File: src/wwrf_pkg.sv
// Shared types, constants and register codes for the widest white run finder.
// Used by every module in src; depends on nothing else.
`timescale 1ns / 1ps

package wwrf_pkg;

  localparam int MAX_COLS = 1024;
  localparam int MAX_ROWS = 1024;
  localparam int LEN_CAP  = (MAX_COLS < 2047) ? MAX_COLS : 2047;

  localparam int QDEPTH = 4;
  localparam int QAW    = $clog2(QDEPTH);

  localparam logic [2:0] CFG_IMAGE_HEIGHT = 3'd0;
  localparam logic [2:0] CFG_WINDOW_ROWS  = 3'd1;
  localparam logic [2:0] CFG_RED_MIN      = 3'd2;
  localparam logic [2:0] CFG_GREEN_MIN    = 3'd3;
  localparam logic [2:0] CFG_BLUE_MIN     = 3'd4;
  localparam logic [2:0] CFG_TINT_LIMIT   = 3'd5;
  localparam logic [2:0] CFG_MIN_RUN      = 3'd6;

  localparam logic [10:0] RST_IMAGE_HEIGHT = 11'd120;
  localparam logic [10:0] RST_WINDOW_ROWS  = 11'd80;
  localparam logic [7:0]  RST_CHAN_MIN     = 8'd100;
  localparam logic [8:0]  RST_TINT_LIMIT   = 9'd45;
  localparam logic [10:0] RST_MIN_RUN      = 11'd3;

  typedef struct packed {
    logic [10:0] image_height;
    logic [10:0] window_rows;
    logic [7:0]  red_min;
    logic [7:0]  green_min;
    logic [7:0]  blue_min;
    logic [8:0]  tint_limit;
    logic [10:0] min_run;
  } cfg_t;

  typedef struct packed {
    logic       white;
    logic [9:0] col;
    logic [9:0] row;
    logic       row_end;
    logic       frame_end;
  } pix_t;

  typedef struct packed {
    logic        found;
    logic [9:0]  center_col;
    logic [9:0]  best_row;
    logic [10:0] run_width;
  } res_t;

endpackage

File: src/wwrf_front.sv
// Front end: accepts pixels and classifies each as white inside the scan window.
// Depends on wwrf_pkg; feeds wwrf_fifo.
`timescale 1ns / 1ps

module wwrf_front import wwrf_pkg::*; (
  input  cfg_t       cfg_i,
  input  logic       push,
  output logic       full,
  input  logic [7:0] red_i,
  input  logic [7:0] green_i,
  input  logic [7:0] blue_i,
  input  logic [9:0] col_i,
  input  logic [9:0] row_i,
  input  logic       row_end_i,
  input  logic       frame_end_i,
  input  logic       q_full_i,
  output logic       q_push_o,
  output pix_t       q_data_o
);

  logic [10:0] height;
  logic [11:0] row_sum;
  logic        in_window;
  logic [7:0]  diff_rg;
  logic [7:0]  diff_rb;
  logic        white;

  always_comb begin
    height = (cfg_i.image_height > 11'(MAX_ROWS)) ? 11'(MAX_ROWS) : cfg_i.image_height;
    row_sum = {2'b00, row_i} + {1'b0, cfg_i.window_rows};
    in_window = ({1'b0, row_i} < height) && (row_sum >= {1'b0, height});
    diff_rg = (red_i > green_i) ? (red_i - green_i) : (green_i - red_i);
    diff_rb = (red_i > blue_i) ? (red_i - blue_i) : (blue_i - red_i);
    white = in_window && (red_i > cfg_i.red_min) && (green_i > cfg_i.green_min) &&
            (blue_i > cfg_i.blue_min) && ({1'b0, diff_rg} < cfg_i.tint_limit) &&
            ({1'b0, diff_rb} < cfg_i.tint_limit);
  end

  assign full     = q_full_i;
  assign q_push_o = push && !q_full_i;

  always_comb begin
    q_data_o.white     = white;
    q_data_o.col       = col_i;
    q_data_o.row       = row_i;
    q_data_o.row_end   = row_end_i;
    q_data_o.frame_end = frame_end_i;
  end

endmodule

File: src/wwrf_fifo.sv
// Short queue of classified pixels between the front and back ends.
// Depends on wwrf_pkg for the entry type and depth.
`timescale 1ns / 1ps

module wwrf_fifo import wwrf_pkg::*; (
  input  logic clk_i,
  input  logic rst_ni,
  input  logic push_i,
  input  pix_t din_i,
  output logic full_o,
  input  logic pop_i,
  output pix_t dout_o,
  output logic empty_o
);

  pix_t           mem_q [QDEPTH];
  logic [QAW-1:0] wr_ptr_q, wr_ptr_d;
  logic [QAW-1:0] rd_ptr_q, rd_ptr_d;
  logic [QAW:0]   count_q, count_d;
  logic           do_push;
  logic           do_pop;

  assign full_o  = (count_q == (QAW+1)'(QDEPTH));
  assign empty_o = (count_q == '0);
  assign dout_o  = mem_q[rd_ptr_q];
  assign do_push = push_i && !full_o;
  assign do_pop  = pop_i && !empty_o;

  always_comb begin
    wr_ptr_d = do_push ? wr_ptr_q + 1'b1 : wr_ptr_q;
    rd_ptr_d = do_pop ? rd_ptr_q + 1'b1 : rd_ptr_q;
    count_d  = count_q;
    if (do_push && !do_pop) begin
      count_d = count_q + 1'b1;
    end else if (do_pop && !do_push) begin
      count_d = count_q - 1'b1;
    end
  end

  always_ff @(posedge clk_i or negedge rst_ni) begin
    if (!rst_ni) begin
      wr_ptr_q <= '0;
      rd_ptr_q <= '0;
      count_q  <= '0;
    end else begin
      wr_ptr_q <= wr_ptr_d;
      rd_ptr_q <= rd_ptr_d;
      count_q  <= count_d;
    end
  end

  always_ff @(posedge clk_i) begin
    if (do_push) begin
      mem_q[wr_ptr_q] <= din_i;
    end
  end

endmodule

File: src/wwrf_back.sv
// Back end: tracks horizontal white runs, keeps the widest one and holds the frame result.
// Depends on wwrf_pkg; drains wwrf_fifo.
`timescale 1ns / 1ps

module wwrf_back import wwrf_pkg::*; (
  input  logic        clk_i,
  input  logic        rst_ni,
  input  logic [10:0] min_run_i,
  input  logic        q_empty_i,
  input  pix_t        q_data_i,
  output logic        q_pop_o,
  input  logic        res_pop_i,
  output logic        res_empty_o,
  output res_t        res_o
);

  logic        in_run_q, in_run_d;
  logic [9:0]  run_start_q, run_start_d;
  logic [10:0] run_len_q, run_len_d;
  logic [10:0] best_len_q, best_len_d;
  logic [9:0]  best_center_q, best_center_d;
  logic [9:0]  best_row_q, best_row_d;
  logic        res_valid_q, res_valid_d;
  res_t        res_q, res_d;

  logic        take;
  logic [10:0] len_base;
  logic [10:0] len_grow;
  logic [9:0]  cl_start;
  logic [10:0] cl_len;
  logic        cl_en;
  logic        better;
  logic [10:0] center_sum;
  logic [10:0] nb_len;
  logic [9:0]  nb_center;
  logic [9:0]  nb_row;

  always_comb begin
    take = !q_empty_i && (!q_data_i.frame_end || !res_valid_q || res_pop_i);
    len_base = in_run_q ? run_len_q : '0;
    len_grow = (len_base < 11'(LEN_CAP)) ? len_base + 1'b1 : len_base;
    if (q_data_i.white) begin
      cl_start = in_run_q ? run_start_q : q_data_i.col;
      cl_len   = len_grow;
      cl_en    = q_data_i.row_end || q_data_i.frame_end;
    end else begin
      cl_start = run_start_q;
      cl_len   = run_len_q;
      cl_en    = in_run_q;
    end
    better = cl_en && (cl_len >= min_run_i) &&
             ((cl_len > best_len_q) ||
              ((cl_len == best_len_q) && (best_len_q != '0) && (q_data_i.row > best_row_q)));
    center_sum = {1'b0, cl_start} + (cl_len >> 1);
    nb_len    = better ? cl_len : best_len_q;
    nb_center = better ? center_sum[9:0] : best_center_q;
    nb_row    = better ? q_data_i.row : best_row_q;
  end

  always_comb begin
    in_run_d      = in_run_q;
    run_start_d   = run_start_q;
    run_len_d     = run_len_q;
    best_len_d    = best_len_q;
    best_center_d = best_center_q;
    best_row_d    = best_row_q;
    res_valid_d   = res_valid_q;
    res_d         = res_q;
    if (res_pop_i && res_valid_q) begin
      res_valid_d = 1'b0;
    end
    if (take) begin
      if (cl_en) begin
        in_run_d    = 1'b0;
        run_start_d = '0;
        run_len_d   = '0;
      end else if (q_data_i.white) begin
        in_run_d    = 1'b1;
        run_start_d = cl_start;
        run_len_d   = len_grow;
      end
      if (q_data_i.frame_end) begin
        best_len_d       = '0;
        best_center_d    = '0;
        best_row_d       = '0;
        res_valid_d      = 1'b1;
        res_d.found      = (nb_len != '0);
        res_d.center_col = (nb_len != '0) ? nb_center : '0;
        res_d.best_row   = (nb_len != '0) ? nb_row : '0;
        res_d.run_width  = nb_len;
      end else begin
        best_len_d    = nb_len;
        best_center_d = nb_center;
        best_row_d    = nb_row;
      end
    end
  end

  always_ff @(posedge clk_i or negedge rst_ni) begin
    if (!rst_ni) begin
      in_run_q      <= 1'b0;
      run_start_q   <= '0;
      run_len_q     <= '0;
      best_len_q    <= '0;
      best_center_q <= '0;
      best_row_q    <= '0;
      res_valid_q   <= 1'b0;
    end else begin
      in_run_q      <= in_run_d;
      run_start_q   <= run_start_d;
      run_len_q     <= run_len_d;
      best_len_q    <= best_len_d;
      best_center_q <= best_center_d;
      best_row_q    <= best_row_d;
      res_valid_q   <= res_valid_d;
    end
  end

  always_ff @(posedge clk_i) begin
    res_q <= res_d;
  end

  assign q_pop_o     = take;
  assign res_empty_o = !res_valid_q;
  assign res_o       = res_q;

endmodule

File: src/widest_white_run_finder_top.sv
// Top level of the widest white run finder: configuration registers and wiring.
// Depends on wwrf_pkg, wwrf_front, wwrf_fifo and wwrf_back.
`timescale 1ns / 1ps

// The block takes one pixel item per clock in raster order while full is low and, on
// the last pixel of a frame, offers one result item: whether a white run of at least
// min_run pixels was seen, and the center column, row and width of the widest one.
// Pixels are classified as they are pushed and pass through a four-entry queue to the
// run tracker, which retires one item per cycle unless a frame-end item must wait for
// the result register, and registers each frame result when it takes the frame-end
// item. The single result register holds one frame result, so a following frame-end
// item waits in the queue until that result is popped, and full rises once the queue
// fills behind it. Configuration writes take effect at once and belong between frames.

module widest_white_run_finder_top import wwrf_pkg::*; (
  input  logic        clk_i,
  input  logic        rst_ni,
  input  logic        cfg_we_i,
  input  logic [2:0]  cfg_idx_i,
  input  logic [10:0] cfg_wdata_i,
  input  logic        push,
  output logic        full,
  input  logic [7:0]  red_i,
  input  logic [7:0]  green_i,
  input  logic [7:0]  blue_i,
  input  logic [9:0]  col_i,
  input  logic [9:0]  row_i,
  input  logic        row_end_i,
  input  logic        frame_end_i,
  input  logic        pop,
  output logic        empty,
  output logic        found_o,
  output logic [9:0]  center_col_o,
  output logic [9:0]  best_row_o,
  output logic [10:0] run_width_o
);

  cfg_t cfg_q, cfg_d;
  logic q_push;
  pix_t q_din;
  logic q_full;
  logic q_pop;
  pix_t q_dout;
  logic q_empty;
  res_t res;

  always_comb begin
    cfg_d = cfg_q;
    if (cfg_we_i) begin
      unique case (cfg_idx_i)
        CFG_IMAGE_HEIGHT: cfg_d.image_height = cfg_wdata_i;
        CFG_WINDOW_ROWS:  cfg_d.window_rows  = cfg_wdata_i;
        CFG_RED_MIN:      cfg_d.red_min      = cfg_wdata_i[7:0];
        CFG_GREEN_MIN:    cfg_d.green_min    = cfg_wdata_i[7:0];
        CFG_BLUE_MIN:     cfg_d.blue_min     = cfg_wdata_i[7:0];
        CFG_TINT_LIMIT:   cfg_d.tint_limit   = cfg_wdata_i[8:0];
        CFG_MIN_RUN:      cfg_d.min_run      = cfg_wdata_i;
        default: ;
      endcase
    end
  end

  always_ff @(posedge clk_i or negedge rst_ni) begin
    if (!rst_ni) begin
      cfg_q.image_height <= RST_IMAGE_HEIGHT;
      cfg_q.window_rows  <= RST_WINDOW_ROWS;
      cfg_q.red_min      <= RST_CHAN_MIN;
      cfg_q.green_min    <= RST_CHAN_MIN;
      cfg_q.blue_min     <= RST_CHAN_MIN;
      cfg_q.tint_limit   <= RST_TINT_LIMIT;
      cfg_q.min_run      <= RST_MIN_RUN;
    end else begin
      cfg_q <= cfg_d;
    end
  end

  wwrf_front u_front (
    .cfg_i       (cfg_q),
    .push        (push),
    .full        (full),
    .red_i       (red_i),
    .green_i     (green_i),
    .blue_i      (blue_i),
    .col_i       (col_i),
    .row_i       (row_i),
    .row_end_i   (row_end_i),
    .frame_end_i (frame_end_i),
    .q_full_i    (q_full),
    .q_push_o    (q_push),
    .q_data_o    (q_din)
  );

  wwrf_fifo u_fifo (
    .clk_i   (clk_i),
    .rst_ni  (rst_ni),
    .push_i  (q_push),
    .din_i   (q_din),
    .full_o  (q_full),
    .pop_i   (q_pop),
    .dout_o  (q_dout),
    .empty_o (q_empty)
  );

  wwrf_back u_back (
    .clk_i       (clk_i),
    .rst_ni      (rst_ni),
    .min_run_i   (cfg_q.min_run),
    .q_empty_i   (q_empty),
    .q_data_i    (q_dout),
    .q_pop_o     (q_pop),
    .res_pop_i   (pop),
    .res_empty_o (empty),
    .res_o       (res)
  );

  assign found_o      = res.found;
  assign center_col_o = res.center_col;
  assign best_row_o   = res.best_row;
  assign run_width_o  = res.run_width;

endmodule

File: config.mk
export PLATFORM = sky130hd
export DESIGN_NAME = widest_white_run_finder_top
export DESIGN_NICKNAME = d
export VERILOG_FILES = /design/src/wwrf_pkg.sv /design/src/wwrf_front.sv /design/src/wwrf_fifo.sv /design/src/wwrf_back.sv /design/src/widest_white_run_finder_top.sv
export SDC_FILE = /design/constraint.sdc
export NUM_CORES = 1
export LEC_CHECK = 0
export ABC_CLOCK_PERIOD_IN_PS = 11250
export BUFFER_PORTS_ARGS = -buffer_cell sky130_fd_sc_hd__buf_2
export CAP_MARGIN = 5
export CORE_UTILIZATION = 30
export DETAILED_ROUTE_END_ITERATION = 16
export PLACE_DENSITY = 0.53
export SYNTH_ARGS = -nofsm -noshare
export SYNTH_HDL_FRONTEND = slang
export SYNTH_SLANG_ARGS = --single-unit
File: constraint.sdc
create_clock -name clk_i -period 11.25 [get_ports clk_i]
set_clock_uncertainty 0.15 [all_clocks]
set_input_delay 2.25 -clock clk_i [delete_from_list [all_inputs] [get_ports clk_i]]
set_output_delay 2.25 -clock clk_i [all_outputs]
set_load 0.01 [all_outputs]
* Word-level counts from Yosys, hierarchy flattened
Memory sizes are Yosys's and may differ from the RTL's.
Cells that the tools add are included.
** Operators by class
- $add $sub $neg :: 11
- Magnitude comparators :: 14
- Equality and inequality tests :: 8
- Multiplexer cells :: 27
- Reductions and logical operators :: 42
** Operators by type and width (count)
- $mux W10 :: 8
- $mux W11 :: 7
- $gt A8 B8 Y1 :: 5
- $sub A8 B8 Y8 :: 4
- $reduce_bool A11 Y1 :: 2
- $lt A8 B9 Y1 :: 2
- $reduce_and A2 Y1 :: 9
- $logic_and A1 B1 Y1 :: 17
- $mux W8 :: 2
- $add A10 B11 Y12 :: 1
- $eq A3 B3 Y1 const B :: 4
- $ge A12 B11 Y1 :: 1
- $add A11 B1 Y11 const B :: 1
- $eq A11 B11 Y1 :: 1
- $ge A11 B11 Y1 :: 1
- $gt A11 B11 Y1 :: 1
- $gt A11 B11 Y1 const B :: 1
- $lt A10 B11 Y1 :: 1
- $lt A11 B11 Y1 const B :: 1
- $add A10 B10 Y10 :: 1
- $gt A10 B10 Y1 :: 1
- $mux W1 :: 8
- $eq A3 B2 Y1 const B :: 2
- $logic_not A1 Y1 :: 6
- other kinds (8) :: 15
** Storage, ports and cells
- Logic and storage cells :: 124
- Bits in registers :: 159
- RAM bits :: 92
- Bits of input ports :: 65
- Memories kept :: 1
** Memories
- u_fifo.mem_q :: words 4, width 23, read ports 1, clocked after memory_dff 0, write ports 1, RTL line wwrf_fifo.sv:16 : pix_t mem_q [QDEPTH];

* Longest topological paths before layout
Gate-level depths: netlist (run 1).
- Depth in word-level cells :: 11
- Depth in mapped cells :: 20

* Modules after synthesis
From an unflattened synthesis (run 1), not the netlist that was laid out.
** Second synthesis, totals
- Cell total of the unflattened synthesis :: 1340
- Area, all modules :: 15248.4 sq um
** Modules (own cells, without submodules)
- wwrf_back :: cells an instance 596, times used 1, area each 5634.2 sq um, seq. area each 2312.2 sq um
- wwrf_fifo :: cells an instance 158, times used 1, area each 3762.4 sq um, seq. area each 2937.8 sq um
- wwrf_front :: cells an instance 442, times used 1, area each 3305.7 sq um, seq. area each 0.0 sq um
- widest_white_run_finder_top :: cells an instance 144, times used 1, area each 2546.2 sq um, seq. area each 1677.9 sq um

* Worst setup path before layout (run 1)
OpenSTA, ideal clock, no wires.
- Kind :: in2reg
- From :: input red_i[0]
- To :: memory u_fifo.mem_q[0][22] (netlist bit) (data pin)
- Buffers on the path :: 0
- Setup slack :: 4918 ps
- Setup time :: 250 ps
- Data arrival time :: 5932 ps
- Data required time :: 10850 ps
- Cell stages on the path :: 18
- Cell sequence :: inv_1 ha_1 inv_1 fa_1 nand3_1 a21oi_1 o32ai_2 mux2_2 o21a_1 o21ai_0 a21oi_1 xor2_1 ha_1 nor2_1 o22ai_1 a2111oi_0 o2111ai_1 nor4b_1
** On the way
- Cells in the longest elaborated chain, start to end :: 6
- Elaborated cells between the ends (all ways) :: 16
- Classes of those cells :: 4 x add/sub; 5 x order compare; 2 x mux; 5 x reduce/logical
** Ends and longest elaborated chain
- start: declaration :: RTL line widest_white_run_finder_top.sv:23 : input logic [7:0] red_i,
- branches (longest 5 deep; another with $lt A8 B9 Y1)
- $logic_and A1 B1 Y1 * :: RTL line wwrf_front.sv:35 : (blue_i > cfg_i.blue_min) && ({1'b0, diff_rg} < cfg_i.tint_limit) &&
- named net u_front.white :: RTL line wwrf_front.sv:26 : logic white;
- end: declaration :: RTL line wwrf_fifo.sv:16
Mark *: on every way through the listed nets, which the timed path passes.

* Worst setup path in the final report (run 1)
- From :: input red_i[0]
- To :: memory u_fifo.mem_q[1][22] (netlist bit) (data pin)
Same word-level chain as after synthesis.

==> impl_metrics.json, run 1 <==
{
  "cts_resized": 0,
  "cts_buffers": 29,
  "hold_violations": 0,
  "status": "complete, no violations",
  "setup_viol": 0,
  "grt_max_degree": 66,
  "syn_area_per_cell_sq_um": 11.9,
  "ys_ff_latch": 251,
  "yosysMostFrequentCell": "ha_1",
  "die_height_microns": 219,
  "synthCells": 1190,
  "clk_pin_slew_worst_paths_ns": 0.06,
  "tritoncts": "built",
  "synthArstFlopShare_pct": 50.6,
  "hold_start": "u_back.run_start_q[8]",
  "synthFlopType": "edfxtp_1",
  "r2r_end": "u_back.res_o[20]",
  "cts_max_level": 1,
  "clockBufferDepth": 3,
  "yosysTopAreaCell": "edfxtp_1",
  "grt-ovfl-total": 0,
  "grt_pass1_wl_microns": 53300,
  "max-vdd-ir-drop_mv": 0.174,
  "n_antenna_cell": 0,
  "worstRegToRegCells": 14,
  "syn_to_final_growth_pct": 15.5,
  "rows": 79,
  "crit_family": "compound AO/OA/AOI/OAI gates",
  "maxSlewViolCount": 0,
  "start_kind": "input pin",
  "ys_seq_area_share_pct": 48.9,
  "final_cell_area_sq_mm": 0.0164,
  "grt_pass1_vias": 9550,
  "synthTopCellsByArea": "edfxtp_1 (26%), dfrtp_1 (19%), ha_1 (13%)",
  "detail_route.first_pass.iterations": 5,
  "initial_core_util_pct": 30.4,
  "critPathCaptureType": "register",
  "post-cts-setup-buffers": 0,
  "clock-sinks": 251,
  "required_ns": 11.36,
  "max_slew_margin_pct": 29.0,
  "port_buffers": 98,
  "crit_slowest_cell": "o32ai_2",
  "min_to": "u_back.run_start_q[8]",
  "avgRoutedWirePerCell_microns": 17.5,
  "slowest_delay_ns": 0.76,
  "synth_nets": 1407,
  "placeableCoreArea_sq_mm": 0.0466,
  "path_cells": "buf_2, inv_1, ha_1, inv_1, fa_1, nand3_1, a21oi_1, o32ai_2, mux2_2, o21a_1, o21ai_0, a21oi_1, xor2_1, ha_1, nor2_1, o22ai_1, a2111oi_0, o2111ai_1, nor4b_1",
  "grt_setup_unrepaired": "false",
  "period_share_pct": 60.4,
  "drive_above_1_share_pct": 21.8,
  "grt_usage_pct": 14.3,
  "drt_iter0_drc": 441,
  "clkLatencyLatePin_ns": 0.57,
  "setup.worst_path.class": "in -> reg",
  "syn_area_sq_mm": 0.0142,
  "cp_max_fo": 10,
  "fmax_ghz": 0.147,
  "powerDensity_mw_per_mm2": 212,
  "die_w_microns": 219,
  "place_area_sq_mm": 0.0154,
  "crit_buf_inv": 3,
  "drt-vias-per-instance": 4.90,
  "placed_cells": 1881,
  "r2r_start": "u_fifo.rd_ptr_q[0]",
  "leakagePower_uw": 0.00705,
  "hold_depth": 2,
  "drc": 0,
  "yosysUniqueCellTypes": 62,
  "critPathArrivalTime_ns": 6.90,
  "period_minus_slack_ns": 6.79,
  "final.setup.tns_ns": 0,
  "hold_ws_ns": 0.312,
  "synth_edf_count": 124,
  "antenna_found_initial": 3,
  "hp-class": "reg -> reg",
  "dpl.hpwl_microns": 24900,
  "reg2reg_slack_ns": 5.35,
  "cts_hold_buf": 0,
  "instances_no_fill": 1935,
  "ant_nets": 0,
  "die_area_sq_mm": 0.0481,
  "synth_commonest_cells": "ha_1 (145), edfxtp_1 (124), inv_1 (107)",
  "cap_violations": 0,
  "synth_warnings": 0,
  "ios": 99,
  "cts_root_buf": "clkbuf_16",
  "gp_congestion": 0.850,
  "synth_top_area_share_pct": 26.3,
  "nNetsFinal": 1522,
  "worstMarginPinSlew_ns": 1.06,
  "vias": 9488,
  "wl_microns": 33800
}
[layout make-up]
type,instances,area [sq um]
clock inverters,15,150
clock buffers,39,783
flip-flops and latches,251,6930
repair buffers,121,669
fillers,4626,30200
multi-input cells,794,6660
inverters,108,405
well taps,607,759
[per-layer routing]
| layer | global-route usage, % | up-vias | routed length [microns] |
|---|---|---|---|
| met5 | 0 | - | 34 |
| met4 | 4.21 | 6 | 914 |
| met3 | 2.40 | 62 | 1410 |
| met2 | 24.1 | 194 | 15900 |
| met1 | 18.7 | 4624 | 15600 |
| li1 | - | 4602 | - |
[worst max path at each step]
stage / cells past startpoint / slack (ns) / to / startpoint
floorplan: 18 / 4.92 / u_fifo.mem_q[0][22] / red_i[0]
global placement: 19 / 4.11 / u_fifo.mem_q[0][22] / red_i[0]
detailed placement: 19 / 3.96 / u_fifo.mem_q[2][22] / red_i[0]
CTS: 19 / 4.52 / u_fifo.mem_q[2][22] / red_i[0]
global route: 19 / 4.28 / u_fifo.mem_q[2][22] / red_i[0]
finish: 19 / 4.46 / u_fifo.mem_q[1][22] / red_i[0]
[through the flow]
| stage | setup WS, ns | util (%) | total power [uW] |
|---|---|---|---|
| floorplan | 4.92 | - | 2200 |
| global placement | 4.11 | 33.1 | 2560 |
| detailed placement | 3.96 | 33.1 | 2590 |
| CTS | 4.52 | 35.1 | 3520 |
| global route | 4.28 | 35.1 | 3710 |
| finish | 4.46 | 35.1 | 3460 |
[power by group]
group          leakage (uW)  switching, uW  internal, uW  total, uW
Combinational       0.00384            733           513       1250
Clock              0.000454            379           537        916
Sequential          0.00276           80.7          1220       1300
[worst min-delay path, delay by kind of cell, from the launching register on]
kind	cells	cell delay [ns]
DFF	1	0.34
and+or+nand+nor	2	0.10
[logic make-up after synthesis]
kind of cell | share of synthesized area (%)
XOR/XNOR | 2.04
AND/OR/NAND/NOR | 8.47
buffers and inverters | 4.15
multiplexers | 10.3
adder cells (fa/ha/maj) | 13.8
AO/OA/AOI/OAI | 12.3
flip-flops | 48.9
[layout by cell type, fill, tap and decap left out, types with 13 or more instances in the layout]
cell type / count
inv_1: 107
nand4_1: 14
xnor2_1: 18
mux4_2: 23
mux2_2: 72
nor2_1: 34
nand2_1: 90
a21oi_1: 49
edfxtp_1: 124
nand2b_1: 18
clkbuf_16: 29
o21ai_0: 70
dfrtp_1: 106
a22o_1: 55
buf_2: 97
mux2i_1: 13
nor2b_1: 19
xor2_1: 15
a21o_1: 15
buf_4: 23
dfstp_2: 21
nor3_1: 17
nand3_1: 16
ha_1: 145
[flip-flops by register name (all words and copies together), names as in the netlist]
| signal | cells |
|---|---|
| u_fifo.mem_q | 92 |
| u_fifo.rd_ptr_q | 2 |
| u_back.res_o | 32 |
| u_fifo.count_q | 3 |
| u_back.in_run_q | 1 |
| u_back.best_len_q | 11 |
| cfg_q | 66 |
| u_back.res_valid_q | 1 |
| u_back.best_center_q | 10 |
| u_back.run_start_q | 10 |
| u_back.best_row_q | 10 |
| u_back.run_len_q | 11 |
| u_fifo.wr_ptr_q | 2 |
Power figures use the tool's default switching activity.
==> run 2: changes to the inputs <==
--- a/config.mk
+++ b/config.mk
@@ -5,7 +5,7 @@
 export SDC_FILE = /design/constraint.sdc
 export NUM_CORES = 1
 export LEC_CHECK = 0
-export ABC_CLOCK_PERIOD_IN_PS = 11250
+export ABC_CLOCK_PERIOD_IN_PS = 7100
 export BUFFER_PORTS_ARGS = -buffer_cell sky130_fd_sc_hd__buf_2
 export CAP_MARGIN = 5
 export CORE_UTILIZATION = 30
==> constraint.sdc (replaced) <==
create_clock -name clk_i -period 7.1 [get_ports clk_i]
set_clock_uncertainty 0.15 [all_clocks]
set_input_delay 1.42 -clock clk_i [delete_from_list [all_inputs] [get_ports clk_i]]
set_output_delay 1.42 -clock clk_i [all_outputs]
set_load 0.01 [all_outputs]
==> run 2 against run 1 <==
  * Sequential share of layout area is 0.30 points lower
  * Clock-buffer cell count is 1 higher
  * Core utilization is 0.25 points higher
  * Sequential power is 60% higher
  * Total power is 63% higher
  * First-iteration DRC count is 49% higher
  * Register-to-register slack worse by 3.9 ns
  * Clock power is 71% higher
  * Largest cell class unchanged
  * Highest routed layer unchanged
==> impl_metrics.json, run 2 (same netlist as run 1, synthesis figures left out) <==
{
  "regArea_sq_mm": 0.00693,
  "post-cts-setup-buffers": 0,
  "cts_hold_buf": 0,
  "cts_resized": 0,
  "hold_ws_ns": 0.315,
  "fmax_ghz": 0.177,
  "r2r_start": "u_back.in_run_q",
  "place_area_sq_mm": 0.0154,
  "route.met3.wl_microns": 1550,
  "setup_viol": 0,
  "final_cell_mix": "ha_1 (145), edfxtp_1 (124), inv_1 (107)",
  "max-vdd-ir-drop_mv": 0.209,
  "grt-ovfl-total": 0,
  "worstMarginPinSlew_ns": 1.26,
  "placeableCoreArea_sq_mm": 0.0466,
  "regMostFlops": "u_fifo.mem_q",
  "die_area_sq_mm": 0.0481,
  "final_common_cell": "ha_1",
  "cp_max_fo": 24,
  "critPathCaptureType": "register",
  "r2r_end": "u_back.res_o[16]",
  "n_antenna_cell": 0,
  "powerDensity_mw_per_mm2": 343,
  "port_buffers": 98,
  "syn_to_final_growth_pct": 16.3,
  "cts_root_buf": "clkbuf_16",
  "final.setup.tns_ns": 0,
  "cap_violations": 0,
  "ios": 99,
  "setup.worst_path.class": "reg -> reg",
  "rows": 79,
  "grt_pass1_wl_microns": 53900,
  "worstRegToRegCells": 16,
  "reg2reg_slack_ns": 1.44,
  "vias": 9512,
  "hold_violations": 0,
  "dpl.hpwl_microns": 25100,
  "critPathLaunch": "u_back.in_run_q",
  "clk_pin_slew_worst_paths_ns": 0.06,
  "start_kind": "register",
  "grt_setup_unrepaired": "false",
  "endpoint": "u_back.res_o[16]",
  "cts_buffers": 29,
  "period_minus_slack_ns": 5.66,
  "period_share_pct": 79.7,
  "drive_above_1_share_pct": 22.5,
  "tritoncts": "built",
  "largest_reg_flops": 92,
  "setup_ws_ns": 1.44,
  "drc": 0,
  "cts_max_level": 1,
  "leakagePower_uw": 0.00711,
  "die_w_microns": 219,
  "wl_met1_microns": 15900,
  "avgRoutedWirePerCell_microns": 17.6,
  "antenna_found_initial": 4,
  "multi_input_area_sq_mm": 0.00666,
  "top_layer": "met5",
  "hp-class": "reg -> reg",
  "gp_congestion": 0.821,
  "grt_pass1_vias": 9446,
  "wl_microns": 34100,
  "nNetsFinal": 1524,
  "pre_cts_slack_ns": 1.04,
  "detail_route.first_pass.iterations": 5,
  "status": "complete, no violations",
  "maxSlewViolCount": 0,
  "critPathArrivalTime_ns": 5.93,
  "final_core_util_pct": 35.4,
  "ant_nets": 0,
  "die_height_microns": 219,
  "clkLatencyLatePin_ns": 0.56,
  "clockBufferDepth": 3,
  "max_slew_margin_pct": 15.7,
  "final_cell_area_sq_mm": 0.0165,
  "grt_max_degree": 66,
  "required_ns": 7.37,
  "drt-vias-per-instance": 4.91,
  "dr_wl_met2_microns": 16000,
  "fillers": 4575,
  "clock-sinks": 251,
  "initial_core_util_pct": 30.4,
  "grt_usage_pct": 14.4,
  "drt_iter0_drc": 659
}
[run 2: worst min-delay path by stage]
stage                                      from               endpoint  slack, ns  cells after the start
after floorplan           u_back.run_start_q[0]  u_back.run_start_q[0]       0.28                      2
after global placement    u_back.run_start_q[1]  u_back.run_start_q[1]       0.29                      2
after detailed placement  u_back.run_start_q[1]  u_back.run_start_q[1]       0.31                      2
after CTS                 u_back.run_start_q[1]  u_back.run_start_q[1]       0.32                      2
after global routing      u_back.run_start_q[5]  u_back.run_start_q[5]       0.35                      2
final                     u_back.run_start_q[1]  u_back.run_start_q[1]       0.31                      2
[run 2: report_power, final]
group | internal, uW | leakage (uW) | total (uW) | switching (uW)
clock | 947 | 0.000499 | 1570 | 619
combinational | 820 | 0.00385 | 2000 | 1180
sequential | 1940 | 0.00276 | 2080 | 141
total | 3700 | 0.00711 | 5650 | 1940
[run 2: cell type report]
type                       count  share of cell area, %
sequential                   251                   42.1
multi-input combinational    794                   40.4
clock buffer                  40                   5.14
tap                          607                   4.61
timing repair buffer         123                   4.23
inverter                     108                   2.46
clock inverter                14                   1.06
[run 2: stage by stage]
stage               total power, uW  std cells
global placement               4090       1883
global route                   6020       1937
CTS                            5730       1937
floorplan                      3490       1190
detailed placement             4140       1883
finish                         5650       1937
[run 2: worst max-delay path, stage by stage, from the launching register on]
cell and delay, ns:
dfrtp_1 0.63, and2_1 0.20, ha_1 0.18, and3_1 0.32, nand3_1 0.17, o41ai_1 0.61
buf_4 0.29, ha_1 0.27, nand2_1 0.08, nor2_1 0.04, a211oi_1 0.25, a21oi_1 0.13
o41ai_1 0.52, a211oi_4 0.11, buf_4 0.26, a31oi_2 0.98, a22o_1 0.31
[run 2: routing by layer]
metal,up-vias,global-route usage (%)
met5,-,0
met4,8,3.45
met3,50,2.54
met2,212,23.9
met1,4640,19.4
li1,4602,-
==> run 3: changes to the inputs <==
--- a/config.mk
+++ b/config.mk
@@ -5,12 +5,12 @@
 export SDC_FILE = /design/constraint.sdc
 export NUM_CORES = 1
 export LEC_CHECK = 0
-export ABC_CLOCK_PERIOD_IN_PS = 7100
+export ABC_CLOCK_PERIOD_IN_PS = 5100
 export BUFFER_PORTS_ARGS = -buffer_cell sky130_fd_sc_hd__buf_2
 export CAP_MARGIN = 5
 export CORE_UTILIZATION = 30
 export DETAILED_ROUTE_END_ITERATION = 16
-export PLACE_DENSITY = 0.53
+export PLACE_DENSITY = 0.55
 export SYNTH_ARGS = -nofsm -noshare
 export SYNTH_HDL_FRONTEND = slang
 export SYNTH_SLANG_ARGS = --single-unit
==> constraint.sdc (replaced) <==
create_clock -name clk_i -period 5.1 [get_ports clk_i]
set_clock_uncertainty 0.15 [all_clocks]
set_input_delay 1.02 -clock clk_i [delete_from_list [all_inputs] [get_ports clk_i]]
set_output_delay 1.02 -clock clk_i [all_outputs]
set_load 0.01 [all_outputs]
==> run 3 against run 2 <==
  * Register-to-register slack worse by 0.98 ns
  * Critical endpoint is now u_fifo.mem_q[0][22]
  * Sequential share of layout area shrank 0.37 points
  * Global-route usage about the same
  * Sequential power up 38%
  * Design area is 0.90% higher
  * Via count is 0.54% higher
  * Critical path depth up 5
  * Cell count up 1.3%
  * Core utilization grew 0.32 points
  * Combinational power increased by 41%
  * Clock power rose by 31%
==> impl_metrics.json, run 3 (same netlist as run 1, synthesis figures left out) <==
{
  "status": "complete, no violations",
  "clk_pin_slew_worst_paths_ns": 0.06,
  "setup_viol": 0,
  "period_minus_slack_ns": 4.76,
  "cap_violations": 0,
  "drive_above_1_share_pct": 23.5,
  "placeableCoreArea_sq_mm": 0.0466,
  "detail_route.first_pass.iterations": 5,
  "hold_ws_ns": 0.310,
  "grt_pass1_vias": 9659,
  "drc": 0,
  "syn_to_final_growth_pct": 17.3,
  "initial_core_util_pct": 30.4,
  "grt-ovfl-total": 0,
  "start_kind": "input pin",
  "worstMarginPinSlew_ns": 0.952,
  "clockBufferDepth": 3,
  "path_cells": "buf_2, inv_1, ha_1, inv_1, fa_1, nand3_1, a21oi_1, o32ai_4, buf_4, mux2i_1, o21a_1, o21ai_0, a21oi_1, xor2_1, ha_1, nor2_1, o22ai_1, a2111oi_0, o2111ai_1, nor4b_1, buf_4",
  "tritoncts": "built",
  "cts_max_level": 1,
  "leakagePower_uw": 0.00720,
  "clock-sinks": 251,
  "drt-vias-per-instance": 4.87,
  "required_ns": 5.37,
  "max-vdd-ir-drop_mv": 0.331,
  "ant_nets": 0,
  "p_int_uw": 5100,
  "grt_setup_unrepaired": "false",
  "cts_root_buf": "clkbuf_16",
  "grt_max_degree": 67,
  "grt_usage_pct": 14.4,
  "cts_hold_buf": 0,
  "powerDensity_mw_per_mm2": 467,
  "port_buffers": 98,
  "fmax_ghz": 0.210,
  "setup.worst_path.class": "in -> reg",
  "swShare_pct": 34.2,
  "clock_power_share_pct": 26.6,
  "final_cell_area_sq_mm": 0.0166,
  "netSwitchingPower_uw": 2650,
  "crit_slowest_cell": "a2111oi_0",
  "clkLatencyLatePin_ns": 0.58,
  "pwr-share-comb_pct": 36.3,
  "cts_resized": 0,
  "final_cell_mix": "ha_1 (145), edfxtp_1 (124), inv_1 (107)",
  "post-cts-setup-buffers": 0,
  "final_common_cell": "ha_1",
  "wl_microns": 33800,
  "critPathCaptureType": "register",
  "place_area_sq_mm": 0.0157,
  "slowest_delay_ns": 0.43,
  "maxSlewViolCount": 0,
  "reg2reg_slack_ns": 0.46,
  "hold_violations": 0,
  "drt_iter0_drc": 507,
  "nNetsFinal": 1549,
  "pre_cts_slack_ns": -0.156,
  "largest_reg_flops": 92,
  "hp-class": "reg -> reg",
  "p_seq_share_pct": 37.0,
  "placed_cells": 1908,
  "die_area_sq_mm": 0.0481,
  "cp_max_fo": 9,
  "avgRoutedWirePerCell_microns": 17.2,
  "antenna_found_initial": 4,
  "period_share_pct": 93.3,
  "die_w_microns": 219,
  "vias": 9563,
  "die_height_microns": 219,
  "instances_no_fill": 1962,
  "final.setup.tns_ns": 0,
  "dpl.hpwl_microns": 25700,
  "rows": 79,
  "n_antenna_cell": 0,
  "ios": 99,
  "regMostFlops": "u_fifo.mem_q",
  "setup_ws_ns": 0.344,
  "cts_buffers": 29,
  "grt_pass1_wl_microns": 53500,
  "critPathArrivalTime_ns": 5.03,
  "gp_congestion": 0.854,
  "max_slew_margin_pct": 36.5
}
## run 3: cell count changes in the layout (fill, tap and decap cells not counted)
cell      before  now
a31oi_2        1    0
a31oi_4        0    1
and2_1        10    9
and2_2         0    1
buf_12         1    2
buf_4         24   49
buf_6          1    0
clkbuf_8       8    1
clkinv_1       1    8
clkinv_4       1    0
inv_6          1    2
o32ai_2        2    1
o32ai_4        0    1
## run 3: stage by stage
stage                     utilization, %  power (uW)
after detailed placement            33.6        5780
after floorplan                        -        4850
final                               35.7        7750
after global routing                35.7        8310
after CTS                           35.7        7880
after global placement              33.6        5710
## run 3: worst max-delay path, delay by kind of cell
kind,cells,cell delay (ns)
muxes,1,0.28
adders and majority gates,3,0.77
xor gates and xnor gates,1,0.09
AOI/OAI and AO/OA,8,1.54
buffers and inverters,5,0.68
and+or+nand+nor,3,0.64
## run 3: per-layer routing
metal	global-route usage, %	wire length (microns)	up-vias
met2	24.6	16200	173
li1	-	-	4661
met5	0	46	-
met3	2.49	1490	60
met1	18.6	15200	4661
met4	3.77	884	8
## run 3: final timing paths
path | to | startpoint | cells past startpoint
worst max-delay path | u_fifo.mem_q[0][22] | red_i[0] | 21
worst min-delay path | u_back.run_start_q[0] | u_back.run_start_q[0] | 2
worst max register to register | u_back.res_o[20] | u_back.run_len_q[0] | 15
worst min register to register | u_back.run_start_q[0] | u_back.run_start_q[0] | 2
max in group asynchronous | cfg_q[14] | rst_ni | 2
min in group asynchronous | u_back.best_len_q[5] | rst_ni | 1
## run 3: final cells by class
type,count,area (sq um)
multi-input combinational,794,6680
timing repair buffer,148,893
fill,4552,29900
sequential,251,6930
inverter,108,405
tap,607,759
clock buffer,33,751
clock inverter,21,201
## run 3: power groups by stage
stage | logic, uW | registers, uW | clock network (uW)
2_1_floorplan | 1910 | 2940 | 0
3_3_place_gp | 2810 | 2900 | 0
3_5_place_dp | 2860 | 2920 | 0
4_1_cts | 2870 | 2880 | 2130
5_1_grt | 3190 | 2920 | 2200
6_report | 2820 | 2870 | 2060
